File: src/sv/distinct_count_point_update_top_macros.svh
// Assertion macros shared by the distinct count point update RTL.
`ifndef DISTINCT_COUNT_POINT_UPDATE_TOP_MACROS_SVH
`define DISTINCT_COUNT_POINT_UPDATE_TOP_MACROS_SVH

`ifndef ASSERT_OFF
// Check a property on every rising edge of clk, skipped while rst is high.
`define DCPU_ASSERT(label, clk, rst, prop) \
  label: assert property (@(posedge clk) disable iff (rst) (prop)) \
    else $error("assertion failed");
// Check a property on every rising edge of clk, reset included.
`define DCPU_ASSERT_ALWAYS(label, clk, prop) \
  label: assert property (@(posedge clk) (prop)) \
    else $error("assertion failed");
`else
`define DCPU_ASSERT(label, clk, rst, prop)
`define DCPU_ASSERT_ALWAYS(label, clk, prop)
`endif

`endif

File: src/sv/dcpu_pkg.sv
// Shared constants, types and helper functions of the distinct count block.
package dcpu_pkg;

  localparam int NUM_ENTRIES = 1024;
  localparam int VALUE_BITS  = 16;

  localparam int POS_W    = 10;
  localparam int NEWVAL_W = 16;
  localparam int OUT_W    = 11;
  localparam int CNT_W    = 11;
  localparam int EXT_W    = 24;
  localparam int POS_EXT_W = 17;

  localparam int ENT_AW     = (NUM_ENTRIES > 1) ? $clog2(NUM_ENTRIES) : 1;
  localparam int HIST_DEPTH = 1 << VALUE_BITS;

  localparam logic [CNT_W-1:0] CNT_MAX = CNT_W'(2047);

  localparam logic REQ_LOAD   = 1'b0;
  localparam logic REQ_UPDATE = 1'b1;

  typedef enum logic [2:0] {
    ST_CLEAR,
    ST_IDLE,
    ST_DEC_RD,
    ST_DEC_WR,
    ST_INC_WR
  } state_t;

  typedef struct packed {
    logic capture;      // latch the input word
    logic ent_wr;       // write the new value into the entry store
    logic hist_rd_old;  // read the bin of the old entry value
    logic hist_rd_new;  // read the bin of the new value
    logic dec_wr;       // write back the decremented old bin
    logic inc_wr;       // write back the incremented new bin
    logic clr_wr;       // clear one histogram bin
    logic emit_now;     // report the count without touching the store
  } cmd_t;

  typedef struct packed {
    logic in_range;
    logic clr_last;
  } stat_t;

  function automatic logic [VALUE_BITS-1:0] val_of(input logic [NEWVAL_W-1:0] v);
    logic [EXT_W-1:0] ext;
    ext = EXT_W'(v);
    return ext[VALUE_BITS-1:0];
  endfunction

  function automatic logic [ENT_AW-1:0] ent_addr(input logic [POS_W-1:0] p);
    logic [POS_EXT_W-1:0] ext;
    ext = POS_EXT_W'(p);
    return ext[ENT_AW-1:0];
  endfunction

  function automatic logic pos_in_range(input logic [POS_W-1:0] p);
    return POS_EXT_W'(p) < POS_EXT_W'(NUM_ENTRIES);
  endfunction

endpackage

File: src/sv/dcpu_ctrl.sv
// Sequencer that steps the histogram read-modify-write cycles.
`include "distinct_count_point_update_top_macros.svh"

module dcpu_ctrl (
  input  logic           clk,
  input  logic           rst,
  input  logic           start,
  input  logic           req_type,
  input  dcpu_pkg::stat_t stat,
  output logic           busy,
  output dcpu_pkg::cmd_t cmd
);
  import dcpu_pkg::*;

  state_t state, state_next;
  logic   accept;

  assign accept = start && (state == ST_IDLE);

  always_ff @(posedge clk) begin
    if (rst) begin
      state <= ST_CLEAR;
    end else begin
      state <= state_next;
    end
  end

  always_comb begin
    state_next = state;
    case (state)
      ST_CLEAR: begin
        if (stat.clr_last) state_next = ST_IDLE;
      end
      ST_IDLE: begin
        if (accept && stat.in_range) begin
          state_next = (req_type == REQ_UPDATE) ? ST_DEC_RD : ST_INC_WR;
        end
      end
      ST_DEC_RD: state_next = ST_DEC_WR;
      ST_DEC_WR: state_next = ST_INC_WR;
      ST_INC_WR: state_next = ST_IDLE;
      default:   state_next = ST_IDLE;
    endcase
  end

  always_comb begin
    cmd  = '0;
    busy = 1'b1;
    case (state)
      ST_CLEAR: cmd.clr_wr = 1'b1;
      ST_IDLE: begin
        busy        = 1'b0;
        cmd.capture = accept;
        if (accept && stat.in_range && (req_type == REQ_LOAD)) begin
          cmd.ent_wr      = 1'b1;
          cmd.hist_rd_new = 1'b1;
        end
        cmd.emit_now = accept && !stat.in_range && (req_type == REQ_UPDATE);
      end
      ST_DEC_RD: begin
        cmd.hist_rd_old = 1'b1;
        cmd.ent_wr      = 1'b1;
      end
      ST_DEC_WR: begin
        cmd.dec_wr      = 1'b1;
        cmd.hist_rd_new = 1'b1;
      end
      ST_INC_WR: cmd.inc_wr = 1'b1;
      default: cmd = '0;
    endcase
  end

  `DCPU_ASSERT(a_one_hist_write, clk, rst, $onehot0({cmd.clr_wr, cmd.dec_wr, cmd.inc_wr}))
  `DCPU_ASSERT(a_update_walks, clk, rst, accept && stat.in_range && (req_type == REQ_UPDATE) |=> state == ST_DEC_RD)
  `DCPU_ASSERT(a_busy_during_clear, clk, rst, state == ST_CLEAR |-> busy && !cmd.capture)

endmodule

File: config.mk
export PLATFORM = sky130hd
export DESIGN_NAME = dcpu_ctrl
export DESIGN_NICKNAME = d
export VERILOG_FILES = /design/src/sv/dcpu_pkg.sv /design/src/sv/dcpu_ctrl.sv
export VERILOG_INCLUDE_DIRS = /design/src /design/src/sv
export SDC_FILE = /design/constraint.sdc
export NUM_CORES = 1
export LEC_CHECK = 0
export BUFFER_PORTS_ARGS = -buffer_cell sky130_fd_sc_hd__buf_2
export CORE_AREA = 2 2 39 41
export CTS_BUF_LIST = sky130_fd_sc_hd__clkbuf_2 sky130_fd_sc_hd__clkbuf_4 sky130_fd_sc_hd__clkbuf_8
export DETAILED_ROUTE_END_ITERATION = 6
export DIE_AREA = 0 0 41 43
export PLACE_DENSITY_LB_ADDON = 0.2
export SKIP_LAST_GASP = 1
export SYNTH_ARGS = -nofsm -noshare
export SYNTH_HDL_FRONTEND = slang
export SYNTH_SLANG_ARGS = --single-unit
File: constraint.sdc
create_clock -name clk -period 1.4 [get_ports clk]
set_input_delay 0.28 -clock clk [delete_from_list [all_inputs] [get_ports clk]]
set_output_delay 0.28 -clock clk [all_outputs]
set_load 0.01 [all_outputs]
### Yosys cells after proc, flatten, opt, wreduce, memory -nomap -nowiden

Index checks and enable logic that the tools add are counted.

| storage, ports and cells | value |
|---|---|
| register bits | 3 |
| bits in latches | 0 |
| memory bits (writable) | 0 |
| memory bits (read-only) | 0 |
| input bits | 6 |
| logic and storage cells | 30 |
| memories kept | 0 |

| operators by class | value |
|---|---|
| add/subtract/negate cells | 0 |
| multipliers | 0 |
| divide/modulo/power cells | 0 |
| $lt $le $gt $ge | 0 |
| eq/ne operators | 6 |
| shift-type cells | 0 |
| multiplexer cells | 14 |
| bitwise operators | 1 |
| reductions and logical operators | 8 |

Operators with widths:

| cell | number |
|---|---|
| one-hot mux 3 bit (4 select lines) | 1 |
| 2-to-1 mux 3 bit | 3 |
| 2-to-1 mux 1 bit | 8 |
| == test 3 x 2 -> 1 bit, second input constant | 2 |
| logical AND 1 bit | 5 |
| one-hot mux 1 bit (2 select lines) | 2 |
| == test 3 x 1 -> 1 bit, second input constant | 1 |
| == test 3 bit, second input constant | 1 |
| zero test 3 bit | 1 |
| != test 2 x 1 -> 1 bit, second input constant | 1 |
| != test 2 bit, second input constant | 1 |
| AND reduction 2 bit | 1 |
| zero test 1 bit | 1 |
| NOT 1 bit | 1 |

### Longest topological paths before layout

Gate-level depths: netlist of the first run.

| logic depth | value |
|---|---|
| word-level depth | 6 |
| depth in mapped cells | 3 |
| depth with buffers taken out | 2 |

### Worst setup path before layout of the first run

OpenSTA, ideal clock, no wires.

| path | value |
|---|---|
| path kind | register to output |
| start point | register state[2] |
| end point | output port cmd[6] in the netlist's numbering |
| arrival | 1.080 ns |
| path slack | 0.040 ns |
| cell stages (with the launch flop) | 4 |
| path through | dfxtp_1 > buf_6 > or3b_1 > o22ai_1 |

RTL lines:

| item | line | RTL |
|---|---|---|
| start, declared | dcpu_ctrl.sv:15 | `state_t state, state_next;` |
| start signal, assigned | dcpu_ctrl.sv:24 | `state <= state_next;` |
| end, declared | dcpu_ctrl.sv:11 | `output dcpu_pkg::cmd_t cmd` |

==> run summary, run 1 <==
Status -> finished with violations
Failing checks -> setup timing
Vias in the first global route -> 209
Synthesized area -> 218 um2
Die width -> 41 um
Met2 Track Usage GR -> 10.0%
Fillers -> 151
HP Class -> primary input to flip-flop
Leading area contributor after synthesis -> dfxtp_1
Hold-fix buffers, CTS -> 0
Vias post-DR -> 259
Top cell type's share of synthesized area -> 27.6%
Largest net degree at the start of global routing -> 9
Setup Skew -> 0.00183 ns
Pin slew with the least headroom to its limit -> 0.231 ns
Final net count -> 54
Critical Setup Path Class -> flip-flop to output pin
Max-slew violations -> 0
Clk_lat worst skew -> 0.23 ns
Crit Path Max Fanout -> 6
Clock Tree Root -> clkbuf_4
WL per Instance -> 9.17 um
Synth unique cells -> 18
Post-route DRC violation count -> 0
Initial DRC Count -> 2
Cell Pwr Density -> 865 nW/um2
Synth Area per Inst -> 8.71 um2
Post-route cell area -> 379 um2
Number of I/O pins -> 15
Largest cells by area after synthesis -> dfxtp_1 28%, nand3b_1 6.9%, and4bb_1 5.7%, nand2b_1 5.7%, buf_6 5.2%
Net Count, Synth -> 31
Area of the core -> 1380 um2
GRT Util Overall -> 7.52%
Clock slew at the register clock pins of the worst setup and hold paths -> 0.03 ns
Grt met3 use -> 1.57%
Pleak -> 0.193 nW
Initial antenna violation count -> 0
Relative slew slack -> 84.5%
Top Usage Layer GRT -> met2
Core Rows -> 14
CTS Buf Count -> 3
Max incr delay on CP -> 0.38 ns
Max Clk Rate -> 669 MHz
Startpoint Class -> flip-flop
Layout cells sized above 1 -> 55.3%
Max VDD drop -> 0.209 mV
Layout area overhead -> 74.1%
Post-synthesis register bit count -> 3
Hpwl dp -> 468 um
Final hold violation count -> 0
Number of port buffers -> 14
Worst Path Required -> 1.12 ns
Starting Density -> 15.7%
Routed vias/inst -> 4.11
Max reg flops -> 3
Ys Warns -> 0
CTS tree -> done
Setup TNS -> -0.108 ns
Syn Inst Count -> 25
First-pass GRT wire length -> 869 um
Clock Path Buffers -> 2
Final period util -> 107%
Maxcap violations -> 0
Setup WS post-layout -> -0.0947 ns
GP Congestion -> 0.647
Final setup violation count -> 2
Largest regs -> state x3
Post-synthesis sequential area ratio -> 27.6%
Crit-path cells -> or3b_1, o22ai_1, buf_2
Antenna viol nets, final -> 0
Hold_ws -> 0.255 ns
Top reg by flops -> state
WL final -> 578 um
Worst path slowest cell -> or3b_1
First-pass DRT Iterations -> 3
Remaining global-route overflow -> 0
Antenna diodes -> 0
Crit path time final -> 1.49 ns
Die area -> 1760 um2
CP endpoint kind -> output pin
Sink Count -> 3
Die H -> 43 um
Arrival time worst endpoint -> 1.21 ns
Overall power -> 0.000328 W
Grt met1 use -> 8.97%
Max H-tree Level -> 1
Seq. cell area -> 71.3 um2
Area of the multi-input gates -> 139 um2
Placed cell area -> 319 um2
RSZ-0062 raised after global routing -> true
power by group:
group          internal [W]  switching, W
Clock              0.000126     0.0000411
Sequential        0.0000872    0.00000436
Combinational     0.0000377     0.0000319
cells in the final DEF, fill, tap and decap left out, drive strengths merged:
cell type,count
a211oi,1
nand4bb,1
o32ai,1
o22ai,1
and3b,1
a21oi,2
or3b,1
nor3b,1
dfxtp,3
and4bb,1
inv,2
nand3b,2
nor3,1
buf,19
or4,1
o211a,1
nor2,2
clkbuf,4
nand2b,2
cell families after synthesis:
| kind of cell | after synthesis | synth area share, % |
|---|---|---|
| buffers and inverters | 3 | 8.62 |
| AND/OR/NAND/NOR | 13 | 44.3 |
| AO/OA/AOI/OAI | 6 | 19.5 |
| flip-flops | 3 | 27.6 |
synthesized netlist by cell type (all sizes together):
cell type / instances
nor3b: 1
o22ai: 1
nand4bb: 1
nand3b: 2
buf: 1
a211oi: 1
nor2: 2
nand2b: 2
inv: 2
or3b: 1
or4: 1
a21oi: 2
nor3: 1
and3b: 1
and4bb: 1
o211a: 1
o32ai: 1
dfxtp: 3
worst max-delay path, delay by kind of cell, from the launching register on:
family,cells,cell delay (ns)
flops,1,0.35
compound gates,1,0.11
buf+inv,1,0.15
simple gates,1,0.38
final timing paths:
check                           startpoint  endpoint  slack (ns)  depth (start not counted)
worst max register to register    state[1]  state[0]        0.17                          3
worst min register to register    state[2]  state[1]        0.60                          2
worst max-delay path              state[2]    cmd[6]       -0.09                          3
worst min-delay path                   rst  state[2]        0.25                          2
stage by stage:
stage	utilization, %	worst slack [ns]	instances
after floorplan	-	0.0398	25
after global placement	23.1	0.108	57
after detailed placement	23.1	0.0778	57
after CTS	26.7	-0.0964	62
after global routing	27.4	-0.124	63
final	27.4	-0.0947	63
final cells by class:
type	count	share of cell area [%]
multi-input cells	19	36.6
repair buffers	19	29.4
flip-flops and latches	3	18.8
clock buffers	4	7.92
well taps	16	5.28
inverters	2	1.98
metal layers:
metal	vias up	share of wire, %
met4	0	0
li1	138	-
met1	113	44
met3	0	5.9
met5	-	0
met2	8	50
timing repair:
item | CTS | global route
setup buffers | 1 | 1
gates resized for setup | 6 | 1
setup endpoints to repair | 6 | 3
pin swaps | 2 | 1
No activity file was read; power rests on OpenSTA's default activity.
==> run 2: changes to the inputs <==
--- a/config.mk
+++ b/config.mk
@@ -12,6 +12,7 @@
 export DETAILED_ROUTE_END_ITERATION = 6
 export DIE_AREA = 0 0 41 43
 export PLACE_DENSITY_LB_ADDON = 0.2
+export RECOVER_POWER = 50
 export SKIP_LAST_GASP = 1
 export SYNTH_ARGS = -nofsm -noshare
 export SYNTH_HDL_FRONTEND = slang
==> run summary, run 2 (synthesis gave the netlist of run 1 again) <==
Startpoint Class -> flip-flop (unchanged)
Hold-fix buffers, CTS -> 0 (unchanged)
WP depth -> 3 (unchanged)
Hpwl dp -> 468 um (unchanged)
Final setup violation count -> 4 (was 2)
Starting Density -> 15.7% (unchanged)
Initial DRC Count -> 2 (unchanged)
Critical Setup Path Class -> flip-flop to output pin (unchanged)
Max VDD drop -> 0.212 mV (was 0.209 mV)
Final net count -> 54 (unchanged)
CTS tree -> done (unchanged)
Largest net degree at the start of global routing -> 9 (unchanged)
Sequential power share -> 28.1% (was 27.9%)
Hold path cells -> 2 (unchanged)
Antenna diodes -> 0 (unchanged)
Clock Path Buffers -> 2 (unchanged)
Failing checks -> setup timing (unchanged)
Top delay family on crit path -> simple AND/OR/NAND/NOR gates (unchanged)
Fillers -> 154 (was 151)
First-pass GRT wire length -> 869 um (unchanged)
Reg2reg path depth -> 3 (unchanged)
Most frequent cells in the layout -> 13 x buf_2, 4 x clkbuf_4, 3 x buf_4 (was 14 x buf_2, 4 x clkbuf_4, 4 x buf_4, 3 x dfxtp_4)
Setup Skew -> 0.00212 ns (was 0.00183 ns)
Routed vias/inst -> 4.22 (was 4.11)
Clock slew at the register clock pins of the worst setup and hold paths -> 0.03 ns (about the same)
Final Non-Filler Cells -> 63 (unchanged)
Number of I/O pins -> 15 (unchanged)
Die width -> 41 um (unchanged)
Pin slew with the least headroom to its limit -> 0.231 ns (about the same)
Gate power share -> 20.6% (was 21.2%)
Hold path start -> rst (unchanged)
Arrival time worst endpoint -> 1.22 ns (was 1.21 ns)
Worst Path Required -> 1.12 ns (about the same)
WL final -> 588 um (was 578 um)
Vias post-DR -> 266 (was 259)
Max Clk Rate -> 668 MHz (was 669 MHz)
Layout cells sized above 1 -> 48.9% (was 55.3%)
Cell Pwr Density -> 880 nW/um2 (was 865 nW/um2)
R2r setup slk -> 0.17 ns (about the same)
Clk_lat worst skew -> 0.23 ns (about the same)
Top reg by flops -> state (unchanged)
WL per Instance -> 9.33 um (was 9.17 um)
DP Worst Slack -> 0.0778 ns (unchanged)
Status -> finished with violations (unchanged)
First-pass DRT Iterations -> 3 (unchanged)
Worst r2r src -> state[1] (unchanged)
GP Congestion -> 0.647 (unchanged)
Final period util -> 107% (about the same)
Area of the core -> 1380 um2 (unchanged)
Post-route DRC violation count -> 0 (unchanged)
Commonest non-fill, non-tap cell in the layout -> buf_2 (unchanged)
Vias in the first global route -> 209 (unchanged)
Hold path endpoint -> state[2] (unchanged)
Net Sw Frac -> 23.9% (was 23.6%)
Antenna viol nets, final -> 0 (unchanged)
Seq. cell area -> 67.6 um2 (was 71.3 um2)
HP Class -> primary input to flip-flop (unchanged)
Layout area overhead -> 70.1% (was 74.1%)
Crit-path cells -> or3b_1, o22ai_1, buf_2 (unchanged)
Setup TNS -> -0.169 ns (was -0.108 ns)
Clock Tree Root -> clkbuf_4 (unchanged)
Die H -> 43 um (unchanged)
Final hold violation count -> 0 (unchanged)
Core Rows -> 14 (unchanged)
Net Switching -> 0.0000779 W (was 0.0000774 W)
WP buf/inv -> 1 (unchanged)
Crit path time final -> 1.50 ns (was 1.49 ns)
Post-route cell area -> 370 um2 (was 379 um2)
Area of the multi-input gates -> 139 um2 (unchanged)
RSZ-0062 raised after global routing -> true (unchanged)
CTS Buf Count -> 3 (unchanged)
Placed cells -> 57 (unchanged)
Initial antenna violation count -> 0 (unchanged)
Remaining global-route overflow -> 0 (unchanged)
Largest regs -> state x3 (unchanged)
Sink Count -> 3 (unchanged)
Worst path slowest cell -> or3b_1 (unchanged)
Worst reg2reg endpoint -> state[0] (unchanged)
Max reg flops -> 3 (unchanged)
Maxcap violations -> 0 (unchanged)
Pleak -> 0.185 nW (was 0.193 nW)
CP endpoint kind -> output pin (unchanged)
Placed cell area -> 319 um2 (unchanged)
Die area -> 1760 um2 (unchanged)
Clk pwr share -> 51.3% (was 50.9%)
Crit Path Max Fanout -> 6 (unchanged)
Max incr delay on CP -> 0.38 ns (about the same)
GRT Util Overall -> 7.52% (unchanged)
Pint -> 0.000248 W (was 0.000251 W)
Max H-tree Level -> 1 (unchanged)
Relative slew slack -> 84.5% (about the same)
Max-slew violations -> 0 (unchanged)
Setup WS post-layout -> -0.0965 ns (was -0.0947 ns)
Number of port buffers -> 14 (unchanged)
run 2: timing repair:
item                       in CTS  in global routing
gates resized for setup         6                  1
pin swaps                       2                  1
setup endpoints to repair       6                  3
setup buffers                   1                  1
run 2: routing by layer:
metal  part of all wire, %  wire length (um)  track usage [%]
met4                     0                 0             8.00
met5                     0                 0                0
met3                   5.8                34             1.57
met2                    48               285             10.0
met1                    45               267             8.97
run 2: how the worst max path moves through the flow:
stage                         from      to  slack [ns]
after floorplan           state[2]  cmd[6]        0.04
after global placement    state[0]  cmd[6]        0.11
after detailed placement  state[0]  cmd[6]        0.08
after CTS                 state[2]  cmd[6]        -0.1
after global routing      state[2]  cmd[6]       -0.12
final                     state[2]  cmd[6]        -0.1
run 2: final cells by class:
| cell class | count | area share [%] |
|---|---|---|
| multi-input combinational | 19 | 37.5 |
| timing repair buffer | 19 | 28.7 |
| sequential | 3 | 18.2 |
| clock buffer | 4 | 8.11 |
| tap | 16 | 5.41 |
| inverter | 2 | 2.03 |
run 2: per-stage QoR:
stage | hold slack, ns | util, % | total power [W]
after floorplan | 0.353 | - | 0.000129
after global placement | 0.509 | 23.1 | 0.000160
after detailed placement | 0.502 | 23.1 | 0.000159
after CTS | 0.253 | 26.7 | 0.000336
after global routing | 0.253 | 26.8 | 0.000349
final | 0.254 | 26.8 | 0.000326
run 2: power groups by stage:
stage / logic (W) / clock network, W / registers [W]
finish: 0.0000670 / 0.000167 / 0.0000915
global route: 0.0000728 / 0.000184 / 0.0000920
global placement: 0.0000631 / 0 / 0.0000968
floorplan: 0.0000328 / 0 / 0.0000958
detailed placement: 0.0000614 / 0 / 0.0000975
CTS: 0.0000693 / 0.000174 / 0.0000932
